===== config.mk =====
export PLATFORM = sky130hd
export DESIGN_NAME = symbol_rate_exp_mantissa_encoder_top_flat
export DESIGN_NICKNAME = d
export VERILOG_FILES = /design/src/rtl/srme_pkg.sv /design/src/rtl/srme_in_if.sv /design/src/rtl/srme_out_if.sv /design/src/rtl/symbol_rate_exp_mantissa_encoder_top.sv /design/src/flat_wrapper.sv
export SDC_FILE = /design/constraint.sdc
export NUM_CORES = 1
export LEC_CHECK = 0
export ABC_CLOCK_PERIOD_IN_PS = 5200
export CAP_MARGIN = 15
export CORE_UTILIZATION = 30
export CTS_CLUSTER_SIZE = 12
export DETAILED_ROUTE_END_ITERATION = 10
export DONT_BUFFER_PORTS = 1
export PLACE_DENSITY = 0.49
export SLEW_MARGIN = 5
export SYNTH_ARGS = -nofsm -noshare
export SYNTH_HDL_FRONTEND = slang
export SYNTH_SLANG_ARGS = --single-unit

===== constraint.sdc =====
create_clock -name clk -period 5.2 [get_ports clk]
set_clock_uncertainty 0.2 [all_clocks]
set_input_delay 1.04 -clock clk [delete_from_list [all_inputs] [get_ports clk]]
set_output_delay 1.04 -clock clk [all_outputs]
set_load 0.005 [all_outputs]

===== src/rtl/srme_pkg.sv =====
// ---------------------------------------------------------------------------
// srme_pkg
// Widths, constants and state type of the symbol rate exponent/mantissa
// encoder.
// ---------------------------------------------------------------------------
`default_nettype none

package srme_pkg;

  // Field widths.
  localparam int RATE_W = 24;
  localparam int XOSC_W = 27;
  localparam int MANT_W = 20;
  localparam int EXP_W  = 4;
  localparam int ACT_W  = 32;

  // Encoding constants.
  localparam int MAX_EXP      = 15;
  localparam int SHIFT_BASE   = 38;
  localparam int SHIFT_RAISED = 39;

  // Long division of rate * 2^SHIFT_BASE, one quotient bit per step.
  localparam int DIV_STEPS = RATE_W + SHIFT_BASE;
  localparam int CNT_W     = $clog2(DIV_STEPS + 1);
  // Step count at which the quotient first belongs to exponent MAX_EXP.
  localparam int CHK_FIRST = RATE_W + SHIFT_RAISED - MAX_EXP;
  // Exponent for a given step count is E_BASE minus the count.
  localparam int E_BASE    = RATE_W + SHIFT_RAISED;

  // Raw mantissa including the implicit leading one, and the kept quotient.
  localparam int RAW_W = MANT_W + 1;
  localparam int Q_W   = MANT_W + 2;

  // Back-conversion multiply and rounding.
  localparam int PROD_W = RAW_W + XOSC_W;
  localparam int ACC_W  = PROD_W + 1;
  localparam int SH_W   = $clog2(SHIFT_RAISED + 1);
  localparam int MCNT_W = $clog2(RAW_W);
  // Realized rate never needs more bits than this.
  localparam int ACT_MAX_W = PROD_W - (SHIFT_RAISED - MAX_EXP) + 1;

  localparam logic [XOSC_W-1:0] XOSC_RESET = XOSC_W'(40000000);

  typedef enum logic [2:0] {
    ST_IDLE,
    ST_DIV,
    ST_PICK,
    ST_MUL,
    ST_RND,
    ST_SHR
  } srme_state_t;

endpackage

`default_nettype wire


===== src/rtl/srme_in_if.sv =====
// ---------------------------------------------------------------------------
// srme_in_if
// Request channel: valid/ready handshake carrying the requested symbol rate.
// ---------------------------------------------------------------------------
`default_nettype none

interface srme_in_if;
  import srme_pkg::*;

  logic              valid;
  logic              ready;
  logic [RATE_W-1:0] requested_rate;

  modport source (output valid, output requested_rate, input ready);
  modport sink   (input valid, input requested_rate, output ready);
endinterface

`default_nettype wire


===== src/rtl/srme_out_if.sv =====
// ---------------------------------------------------------------------------
// srme_out_if
// Result channel: valid/ready handshake carrying the encoded rate fields.
// ---------------------------------------------------------------------------
`default_nettype none

interface srme_out_if;
  import srme_pkg::*;

  logic              valid;
  logic              ready;
  logic [EXP_W-1:0]  rate_exponent;
  logic [MANT_W-1:0] rate_mantissa;
  logic [ACT_W-1:0]  actual_rate;
  logic              mantissa_saturated;

  modport source (output valid, output rate_exponent, output rate_mantissa,
                  output actual_rate, output mantissa_saturated, input ready);
  modport sink   (input valid, input rate_exponent, input rate_mantissa,
                  input actual_rate, input mantissa_saturated, output ready);
endinterface

`default_nettype wire


===== src/rtl/symbol_rate_exp_mantissa_encoder_top.sv =====
// A request is worked on from its transfer until its result is loaded into the
// output register; the block takes no new request meanwhile. Work is a bit-serial
// long division by the crystal frequency, then a shift-add multiply.
// A result waiting in the output register does not block a new request.
// Reset (rst_n low, synchronous): idle, output empty, crystal 40 MHz.
// ---------------------------------------------------------------------------
// symbol_rate_exp_mantissa_encoder_top
// Encodes a requested symbol rate as exponent and mantissa relative to the
// configured crystal frequency and returns the rate the encoding realizes.
// ---------------------------------------------------------------------------
`default_nettype none

module symbol_rate_exp_mantissa_encoder_top (
  input  logic                        clk,
  input  logic                        rst_n,
  input  logic                        cfg_we,
  input  logic [srme_pkg::XOSC_W-1:0] cfg_wdata,
  srme_in_if.sink                     in_ch,
  srme_out_if.source                  out_ch
);
  import srme_pkg::*;

  srme_state_t state_r, state_nxt;

  logic [XOSC_W-1:0] xosc_cfg_r;

  // Division datapath.
  logic [RATE_W-1:0] rate_sh_r, rate_sh_nxt;
  logic [XOSC_W-1:0] xd_r, xd_nxt;
  logic [XOSC_W-1:0] xh_r, xh_nxt;
  logic [XOSC_W-1:0] rem_r, rem_nxt;
  logic [Q_W-1:0]    q_r, q_nxt;
  logic              qbig_r, qbig_nxt;
  logic [CNT_W-1:0]  cnt_r, cnt_nxt;

  // Best exponent seen so far.
  logic              rec_vld_r, rec_vld_nxt;
  logic [EXP_W-1:0]  rec_exp_r, rec_exp_nxt;
  logic [RAW_W-1:0]  rec_raw_r, rec_raw_nxt;
  logic              e0_r, e0_nxt;

  // Chosen encoding and back-conversion.
  logic [EXP_W-1:0]  res_exp_r, res_exp_nxt;
  logic [MANT_W-1:0] res_mant_r, res_mant_nxt;
  logic              res_sat_r, res_sat_nxt;
  logic [RAW_W-1:0]  m_sh_r, m_sh_nxt;
  logic [SH_W-1:0]   sh_r, sh_nxt;
  logic [MCNT_W-1:0] mcnt_r, mcnt_nxt;
  logic [ACC_W-1:0]  acc_r, acc_nxt;

  // Output register.
  logic              out_valid_r, out_valid_nxt;
  logic [EXP_W-1:0]  out_exp_r, out_exp_nxt;
  logic [MANT_W-1:0] out_mant_r, out_mant_nxt;
  logic [ACT_W-1:0]  out_act_r, out_act_nxt;
  logic              out_sat_r, out_sat_nxt;

  // Helper signals.
  logic [XOSC_W-1:0] xsel;
  logic [XOSC_W:0]   trial;
  logic              ge;
  logic              inc;
  logic [Q_W-1:0]    qsum;
  logic              fits21;
  logic              fits20;
  logic              chk_en;
  logic [CNT_W:0]    e_calc;
  logic              out_ld;
  logic [ACC_W-1:0]  act_shift;

  assign in_ch.ready = (state_r == ST_IDLE);
  assign out_ld      = (state_r == ST_SHR) && (!out_valid_r || out_ch.ready);

  // A crystal frequency of zero is treated as one hertz.
  assign xsel = (xosc_cfg_r == '0) ? XOSC_W'(1) : xosc_cfg_r;

  // One restoring division step on the remainder.
  assign trial = {rem_r, rate_sh_r[RATE_W-1]};
  assign ge    = (trial >= {1'b0, xd_r});

  // Round half up: the quotient gains one when the remainder reaches ceil(X/2).
  assign inc    = (rem_r >= xh_r);
  assign qsum   = {1'b0, q_r[RAW_W-1:0]} + Q_W'(inc);
  assign fits21 = !qbig_r && !q_r[Q_W-1] && !qsum[RAW_W];
  assign fits20 = fits21 && !qsum[MANT_W];
  assign chk_en = (cnt_r >= CNT_W'(CHK_FIRST));
  assign e_calc = (CNT_W+1)'(E_BASE) - {1'b0, cnt_r};

  assign act_shift = acc_r >> sh_r;

  // Next state.
  always_comb begin
    state_nxt = state_r;
    unique case (state_r)
      ST_IDLE: if (in_ch.valid) state_nxt = ST_DIV;
      ST_DIV:  if (cnt_r == CNT_W'(DIV_STEPS)) state_nxt = ST_PICK;
      ST_PICK: state_nxt = ST_MUL;
      ST_MUL:  if (mcnt_r == MCNT_W'(RAW_W - 1)) state_nxt = ST_RND;
      ST_RND:  state_nxt = ST_SHR;
      ST_SHR:  if (out_ld) state_nxt = ST_IDLE;
      default: state_nxt = ST_IDLE;
    endcase
  end

  // Datapath and output register updates.
  always_comb begin
    rate_sh_nxt  = rate_sh_r;
    xd_nxt       = xd_r;
    xh_nxt       = xh_r;
    rem_nxt      = rem_r;
    q_nxt        = q_r;
    qbig_nxt     = qbig_r;
    cnt_nxt      = cnt_r;
    rec_vld_nxt  = rec_vld_r;
    rec_exp_nxt  = rec_exp_r;
    rec_raw_nxt  = rec_raw_r;
    e0_nxt       = e0_r;
    res_exp_nxt  = res_exp_r;
    res_mant_nxt = res_mant_r;
    res_sat_nxt  = res_sat_r;
    m_sh_nxt     = m_sh_r;
    sh_nxt       = sh_r;
    mcnt_nxt     = mcnt_r;
    acc_nxt      = acc_r;
    out_exp_nxt  = out_exp_r;
    out_mant_nxt = out_mant_r;
    out_act_nxt  = out_act_r;
    out_sat_nxt  = out_sat_r;

    unique case (state_r)
      ST_IDLE: begin
        // Load the request on its transfer.
        if (in_ch.valid) begin
          rate_sh_nxt = in_ch.requested_rate;
          xd_nxt      = xsel;
          xh_nxt      = XOSC_W'(({1'b0, xsel} + (XOSC_W+1)'(1)) >> 1);
          rem_nxt     = '0;
          q_nxt       = '0;
          qbig_nxt    = 1'b0;
          cnt_nxt     = '0;
          rec_vld_nxt = 1'b0;
          e0_nxt      = 1'b0;
        end
      end
      ST_DIV: begin
        // Record the largest shift whose rounded quotient fits the mantissa.
        if (chk_en && fits21) begin
          rec_vld_nxt = 1'b1;
          rec_exp_nxt = e_calc[EXP_W-1:0];
          rec_raw_nxt = qsum[RAW_W-1:0];
        end
        if (cnt_r == CNT_W'(DIV_STEPS)) begin
          e0_nxt = fits20;
        end else begin
          rem_nxt     = ge ? XOSC_W'(trial - {1'b0, xd_r}) : trial[XOSC_W-1:0];
          q_nxt       = {q_r[Q_W-2:0], ge};
          qbig_nxt    = qbig_r | q_r[Q_W-1];
          rate_sh_nxt = {rate_sh_r[RATE_W-2:0], 1'b0};
          cnt_nxt     = cnt_r + CNT_W'(1);
        end
      end
      ST_PICK: begin
        // Choose exponent, mantissa and the back-conversion operands.
        if (e0_r) begin
          res_exp_nxt  = '0;
          res_mant_nxt = rec_raw_r[MANT_W-1:0];
          res_sat_nxt  = 1'b0;
          m_sh_nxt     = {1'b0, rec_raw_r[MANT_W-1:0]};
          sh_nxt       = SH_W'(SHIFT_BASE);
        end else if (rec_vld_r) begin
          res_exp_nxt  = rec_exp_r;
          res_mant_nxt = rec_raw_r[MANT_W] ? rec_raw_r[MANT_W-1:0] : '0;
          res_sat_nxt  = 1'b0;
          m_sh_nxt     = {1'b1, (rec_raw_r[MANT_W] ? rec_raw_r[MANT_W-1:0] : MANT_W'(0))};
          sh_nxt       = SH_W'(SHIFT_RAISED) - SH_W'(rec_exp_r);
        end else begin
          res_exp_nxt  = EXP_W'(MAX_EXP);
          res_mant_nxt = '1;
          res_sat_nxt  = 1'b1;
          m_sh_nxt     = '1;
          sh_nxt       = SH_W'(SHIFT_RAISED - MAX_EXP);
        end
        mcnt_nxt = '0;
        acc_nxt  = '0;
      end
      ST_MUL: begin
        // Shift-add multiply, mantissa bits taken MSB first.
        acc_nxt  = {acc_r[ACC_W-2:0], 1'b0} + (m_sh_r[RAW_W-1] ? ACC_W'(xd_r) : ACC_W'(0));
        m_sh_nxt = {m_sh_r[RAW_W-2:0], 1'b0};
        mcnt_nxt = mcnt_r + MCNT_W'(1);
      end
      ST_RND: begin
        // Add half of the final divisor for round half up.
        acc_nxt = acc_r + (ACC_W'(1) << (sh_r - SH_W'(1)));
      end
      ST_SHR: begin
        if (out_ld) begin
          out_exp_nxt  = res_exp_r;
          out_mant_nxt = res_mant_r;
          out_sat_nxt  = res_sat_r;
          out_act_nxt  = act_shift[ACT_W-1:0];
        end
      end
      default: begin
      end
    endcase
  end

  // Output valid: set on load, cleared on transfer.
  always_comb begin
    out_valid_nxt = out_valid_r;
    if (out_ld) begin
      out_valid_nxt = 1'b1;
    end else if (out_ch.ready) begin
      out_valid_nxt = 1'b0;
    end
  end

  // Control registers.
  always_ff @(posedge clk) begin
    if (!rst_n) begin
      state_r     <= ST_IDLE;
      out_valid_r <= 1'b0;
      xosc_cfg_r  <= XOSC_RESET;
    end else begin
      state_r     <= state_nxt;
      out_valid_r <= out_valid_nxt;
      if (cfg_we) begin
        xosc_cfg_r <= cfg_wdata;
      end
    end
  end

  // Payload registers.
  always_ff @(posedge clk) begin
    rate_sh_r  <= rate_sh_nxt;
    xd_r       <= xd_nxt;
    xh_r       <= xh_nxt;
    rem_r      <= rem_nxt;
    q_r        <= q_nxt;
    qbig_r     <= qbig_nxt;
    cnt_r      <= cnt_nxt;
    rec_vld_r  <= rec_vld_nxt;
    rec_exp_r  <= rec_exp_nxt;
    rec_raw_r  <= rec_raw_nxt;
    e0_r       <= e0_nxt;
    res_exp_r  <= res_exp_nxt;
    res_mant_r <= res_mant_nxt;
    res_sat_r  <= res_sat_nxt;
    m_sh_r     <= m_sh_nxt;
    sh_r       <= sh_nxt;
    mcnt_r     <= mcnt_nxt;
    acc_r      <= acc_nxt;
    out_exp_r  <= out_exp_nxt;
    out_mant_r <= out_mant_nxt;
    out_act_r  <= out_act_nxt;
    out_sat_r  <= out_sat_nxt;
  end

  assign out_ch.valid              = out_valid_r;
  assign out_ch.rate_exponent      = out_exp_r;
  assign out_ch.rate_mantissa      = out_mant_r;
  assign out_ch.actual_rate        = out_act_r;
  assign out_ch.mantissa_saturated = out_sat_r;

endmodule

`default_nettype wire


===== src/flat_wrapper.sv =====
// flat-port wrapper written by rule: the top's interface ports become plain ports
module symbol_rate_exp_mantissa_encoder_top_flat import srme_pkg::*;
  (clk, rst_n, cfg_we, cfg_wdata, in_ch_valid, in_ch_requested_rate, in_ch_ready, out_ch_valid, out_ch_rate_exponent, out_ch_rate_mantissa, out_ch_actual_rate, out_ch_mantissa_saturated, out_ch_ready);
  srme_in_if in_ch_i ();
  srme_out_if out_ch_i ();
  input  logic clk;
  input  logic rst_n;
  input  logic cfg_we;
  input  logic [srme_pkg::XOSC_W-1:0] cfg_wdata;
  input wire logic [$bits(in_ch_i.valid)-1:0] in_ch_valid;
  input wire logic [$bits(in_ch_i.requested_rate)-1:0] in_ch_requested_rate;
  output wire logic [$bits(in_ch_i.ready)-1:0] in_ch_ready;
  output wire logic [$bits(out_ch_i.valid)-1:0] out_ch_valid;
  output wire logic [$bits(out_ch_i.rate_exponent)-1:0] out_ch_rate_exponent;
  output wire logic [$bits(out_ch_i.rate_mantissa)-1:0] out_ch_rate_mantissa;
  output wire logic [$bits(out_ch_i.actual_rate)-1:0] out_ch_actual_rate;
  output wire logic [$bits(out_ch_i.mantissa_saturated)-1:0] out_ch_mantissa_saturated;
  input wire logic [$bits(out_ch_i.ready)-1:0] out_ch_ready;
  assign in_ch_i.valid = in_ch_valid;
  assign in_ch_i.requested_rate = in_ch_requested_rate;
  assign in_ch_ready = in_ch_i.ready;
  assign out_ch_valid = out_ch_i.valid;
  assign out_ch_rate_exponent = out_ch_i.rate_exponent;
  assign out_ch_rate_mantissa = out_ch_i.rate_mantissa;
  assign out_ch_actual_rate = out_ch_i.actual_rate;
  assign out_ch_mantissa_saturated = out_ch_i.mantissa_saturated;
  assign out_ch_i.ready = out_ch_ready;
  symbol_rate_exp_mantissa_encoder_top u_core (.clk(clk), .rst_n(rst_n), .cfg_we(cfg_we), .cfg_wdata(cfg_wdata), .in_ch(in_ch_i), .out_ch(out_ch_i));
endmodule

======== Word level (Yosys, flattened, before mapping) ========
Index checks and enable logic that the tools add are counted.
word-level totals
  register bits after elaboration ......... 355
  bits of input ports ..................... 56
  output and inout port bits .............. 59
  word-level logic and storage cells ...... 121
cells by class
  mux-type cells .......................... 40
  order comparisons ....................... 3
  bitwise operators ....................... 2
  $add $sub $neg .......................... 10
  reduce and logical (&&, ||, !) cells .... 25
  eq/ne operators ......................... 13
  shift-type cells ........................ 2
operators with widths
  cell                     number
  $pmux W49 S3             1
  $mux W27                 5
  $add A49 B49 Y49         2
  $mux W20                 4
  $pmux W27 S2             1
  $shl A1 B6 Y49 const A   1
  $shr A49 B6 Y32          1
  $mux W24                 2
  $pmux W24 S2             1
  $mux W22                 2
  $pmux W22 S2             1
  $pmux W21 S2             1
  $add A27 B1 Y28 const B  1
  $ge A28 B27 Y1           1
  $ge A27 B27 Y1           1
  $logic_not A27 Y1        1
  $sub A27 B27 Y27         1
  $add A21 B1 Y22          1
  $mux W21                 1
  $mux W6                  3
  $pmux W3 S6              1
  $mux W3                  4
  $pmux W6 S2              1
  $pmux W5 S2              1
  28 further kinds         56

======== Logic depth before layout (Yosys ltp) ========
  word-level depth ........................ 7
  gate-level depth with buffers ........... 21
  mapped depth without buffers ............ 21

======== Worst setup path before layout ========
Ideal clock, no wire load.
  path type ............................... reg-to-reg
  start point ............................. reg u_core.rem_r[2]
  end point ............................... reg u_core.rec_vld_r (enable)
  arrival time ............................ 5.005 ns
  stages on the path, launching flop included .. 20
  setup time .............................. 0.300 ns
  required time ........................... 4.700 ns
  buffers on the path ..................... 1
  clock period less this slack ............ 5.505 ns
  setup slack ............................. -0.305 ns
  path through ............................ edfxtp_1 > ha_1 > a21oi_1 > nor2b_1 > o21ai_0 > nand2_1 > a21o_1 > a21oi_1 > o211ai_1 > a31oi_1 > o21a_1 > o21ai_0 > ha_1 > nand4_1 > nor2_1 > and3_1 > clkbuf_1 > and3_1 > a311oi_1 > or2_1
between the ends
  word-level cells in the longest chain between the ends .. 7
RTL lines
  what                         RTL line                                     source
  from (decl)                  symbol_rate_exp_mantissa_encoder_top.sv:31   logic [XOSC_W-1:0] rem_r, rem_nxt;
  from (signal assigned)       symbol_rate_exp_mantissa_encoder_top.sv:239  rem_r <= rem_nxt;
  $ge A27 B27 Y1               symbol_rate_exp_mantissa_encoder_top.sv:82   assign inc = (rem_r >= xh_r);
  $add A21 B1 Y22              symbol_rate_exp_mantissa_encoder_top.sv:83   assign qsum = {1'b0, q_r[RAW_W-1:0]} + Q_W'(inc);
  $logic_not A1 Y1             symbol_rate_exp_mantissa_encoder_top.sv:84   assign fits21 = !qbig_r && !q_r[Q_W-1] && !qsum[RAW_W];
  $logic_and A1 B1 Y1          symbol_rate_exp_mantissa_encoder_top.sv:84
  $logic_and A1 B1 Y1          symbol_rate_exp_mantissa_encoder_top.sv:147  if (chk_en && fits21) begin
  $ne A2 B1 Y1 (no line)       --
  $reduce_and A3 Y1 (no line)  --
  to (signal assigned)         symbol_rate_exp_mantissa_encoder_top.sv:243  rec_vld_r <= rec_vld_nxt;
  to (decl)                    symbol_rate_exp_mantissa_encoder_top.sv:37   logic rec_vld_r, rec_vld_nxt;
Every way passes these cells.
A chain may end at the register's enable or synchronous reset.

======== Worst setup path in the final report ========
  start point ............................. reg u_core.sh_r[5]
  end point ............................... reg u_core.acc_r[48] (data pin)
between the ends
  word-level cells in the longest chain between the ends .. 4
RTL lines
  what                    RTL line                                     source
  from (decl)             symbol_rate_exp_mantissa_encoder_top.sv:47   logic [SH_W-1:0] sh_r, sh_nxt;
  from (signal assigned)  symbol_rate_exp_mantissa_encoder_top.sv:251  sh_r <= sh_nxt;
  $sub A6 B1 Y6           symbol_rate_exp_mantissa_encoder_top.sv:194  acc_nxt = acc_r + (ACC_W'(1) << (sh_r - SH_W'(1)));
  $shl A1 B6 Y49          symbol_rate_exp_mantissa_encoder_top.sv:194
  $add A49 B49 Y49        symbol_rate_exp_mantissa_encoder_top.sv:194
  $pmux W49 S3            symbol_rate_exp_mantissa_encoder_top.sv:130  unique case (state_r)
  to (signal assigned)    symbol_rate_exp_mantissa_encoder_top.sv:253  acc_r <= acc_nxt;
  to (decl)               symbol_rate_exp_mantissa_encoder_top.sv:49   logic [ACC_W-1:0] acc_r, acc_nxt;
Every way passes these cells.

==> results.toml <==
[yosys]
syn_area_sq_mm = 0.0225
ys_warn_count = 0
synth_edf_count = 322
synth_common_cells = "edfxtp_1 (322), nand2_1 (219), nor2_1 (141)"
synth-seq-cells = 353
ys_types = 81
syn_area_per_cell_sq_um = 10.4
ys_seq_area_share_pct = 45.8
synth_top_area_share_pct = 43.0
synth_most_common_cell = "edfxtp_1"
synthCells = 2159
synthTopCellsByArea = "edfxtp_1 (43%), ha_1 (7.5%), mux2i_1 (4.1%), nand2_1 (3.7%), xnor2_1 (3.6%)"
synth-main-ff-cell = "edfxtp_1"
synthArstFlopShare_pct = 0
synth_largest_area_cell = "edfxtp_1"

[place]
gp_congestion = 0.934
place_ws_ps = 542
dp_hpwl_um = 44000
port_buffers = 0

[finish]
drive_above_1_share_pct = 8.83
fin_nets = 2322
nFillCells = 7476
area_growth_pct = 11.3
n_antenna_cell = 0
seqCellArea_sq_mm = 0.0103
utilization_pct = 34.0
multi_input_area_sq_mm = 0.0114

[floorplan]
io_pins = 115
die_area_sq_mm = 0.0760
rows = 99
core_sq_mm = 0.0736
die_w_um = 276
initial_utilization_pct = 30.5
fp.dieH_um = 276

[sta]
setup_viol = 0
grt_setup_unrepaired = "no"
fin_setup_tns_ps = 0
hold_violations = 0
fin_crit_sh_pct = 89.8
drv_slew = 0
tightest_slew_ps = 747
slew_headroom_pct = 50.2
finalCriticalPeriod_ps = 4670
setup_slack_ps = 531
fmax_ghz = 0.214

[worst_hold_path]
hold_path_end = "u_core.out_ch.rate_mantissa[3]$_DFFE_PP_"
min_path_type = "flip-flop to flip-flop"
min_from = "u_core.res_mant_r[3]$_DFFE_PP_"
worstHoldPathCells = 0

[route]
wire_per_inst_um = 18.7
ant_nets = 0
viasPerCell = 5.21
first_iter_violations = 1043
drc_errors = 0
firstDrtPassIters = 5
wl_um = 58400
vias = 16200

[flow_run]
maxCapViolCount = 0

[power_and_ir_drop]
power.total_uw = 14500
leakagePower_uw = 0.00973
vdd_ir_drop_max_uv = 233
p_per_area_mw_per_mm2 = 579

[critical_path]
crit_chain = "or2_2 -> nor3_1 -> ha_1 -> inv_1 -> fa_1 -> nor2b_1 -> o31ai_1 -> a211oi_2 -> o21ai_1 -> o41ai_4 -> a31oi_2 -> o31ai_2 -> a31oi_1 -> xor2_1 -> o22ai_1"
critPathSlowestCell = "edfxtp_1"
arrival_ps = 4780
crit_family = "compound AO/OA/AOI/OAI gates"
critPathKind = "flip-flop to flip-flop"
slowest_delay_ps = 550
path_max_fanout = 15
crit_path_start_kind = "flip-flop"
path_buf_inv = 1
required_ps = 5310
endpoint_kind = "flip-flop"
r2r_start = "u_core.sh_r[5]$_SDFFCE_PP1P_"
rr_endpoint = "u_core.acc_r[48]$_SDFFCE_PN0P_"
r2r_cells = 15
worst-r2r-setup-slack_ps = 530

[clock_network]
clock_sinks = 353
holdBufCountCts = 0
cts_setup_buffers = 0
cts.clk_slew.worst_paths_ps = 60
htreeDepth = 2
root_buffer = "clkbuf_16"
clock_latency_ps = 590
clockBufferDepth = 3
post_cts_resized = 0
cts_buffers = 42
cts_tree = "built"

[grt]
grt_max_degree = 60
grt_pass1_vias = 16000
antenna_found_initial = 1
grt_pass1_wl_um = 91500
grt_remaining_overflow = 0
grt_util_all_layers_pct = 15.4

[outcome]
status = "finished, final reports clean"
## state kept, by name, summed over array words and instances (netlist names), 5 cells and up
| register | cells |
|---|---|
| u_core.m_sh_r | 21 |
| u_core.mcnt_r | 5 |
| u_core.res_mant_r | 20 |
| u_core.rem_r | 27 |
| u_core.acc_r | 49 |
| u_core.cnt_r | 6 |
| u_core.q_r | 22 |
| u_core.xosc_cfg_r | 27 |
| u_core.rate_sh_r | 24 |
| u_core.out_ch.actual_rate | 32 |
| u_core.sh_r | 5 |
| u_core.xh_r | 27 |
| u_core.out_ch.rate_mantissa | 20 |
| u_core.xd_r | 27 |
| u_core.rec_raw_r | 21 |
## kinds of logic after synthesis
kind of cell | share of synthesized area, %
flip-flops | 45.8
buffers and inverters | 3.85
other | 0.0167
multiplexers | 8.06
AO/OA/AOI/OAI | 14.1
adder cells (fa/ha/maj) | 7.79
AND/OR/NAND/NOR | 14.1
XOR/XNOR | 6.32
## power by group
part	switching (uW)	internal, uW	total (uW)
combinational	3760	2500	6260
sequential	799	4340	5140
clock	1240	1840	3080
## how the worst max path moves through the flow
stage	start	endpoint	slack, ps	cells after the start
CTS	u_core.rem_r[2]$_SDFFCE_PN0P_	u_core.rec_raw_r[11]$_DFFE_PP_	540	18
floorplan	u_core.rem_r[2]$_SDFFCE_PN0P_	u_core.rec_vld_r$_DFFE_PP_	560	19
detailed placement	u_core.rem_r[2]$_SDFFCE_PN0P_	u_core.rec_raw_r[2]$_DFFE_PP_	540	18
global route	u_core.sh_r[5]$_SDFFCE_PP1P_	u_core.acc_r[48]$_SDFFCE_PN0P_	260	15
global placement	u_core.rem_r[2]$_SDFFCE_PN0P_	u_core.rec_raw_r[8]$_DFFE_PP_	560	18
finish	u_core.sh_r[5]$_SDFFCE_PP1P_	u_core.acc_r[48]$_SDFFCE_PN0P_	530	15
## through the flow
| stage | instance area, sq um | hold WS (ps) | cells |
|---|---|---|---|
| 2_1_floorplan | 22600 | 200 | 2183 |
| 3_5_place_dp | 23600 | 205 | 3043 |
| 4_1_cts | 25000 | 220 | 3121 |
| 6_report | 25000 | 219 | 3121 |
| 5_1_grt | 25000 | 225 | 3121 |
| 3_3_place_gp | 23500 | 204 | 3042 |
## cell usage in the layout (no fill, tap or decap), drive strengths merged, types with 59 or more instances in the layout
| cell | instances |
|---|---|
| edfxtp | 322 |
| nand2 | 220 |
| nor2 | 141 |
| ha | 135 |
| a21oi | 114 |
| inv | 99 |
| xnor2 | 93 |
| mux2i | 92 |
| o21ai | 85 |
| a21o | 71 |
| xor2 | 69 |
| o22ai | 63 |
| clkbuf | 60 |
| and2 | 59 |
## cell type report
class,count,area share [%]
well taps,959,4.80
repair buffers,31,1.06
clock inverters,18,0.966
multi-input cells,1603,45.7
inverters,97,1.46
clock buffers,60,4.84
flip-flops and latches,353,41.1
## metal layers
metal / routed length (um) / up-vias / GRT usage [%]
li1: - / 7850 / -
met1: 27500 / 7811 / 21.2
met2: 25400 / 451 / 23.7
met3: 3260 / 132 / 2.75
met4: 2250 / 2 / 6.27
met5: 13 / - / 0
(Power assumes the default switching activity.)
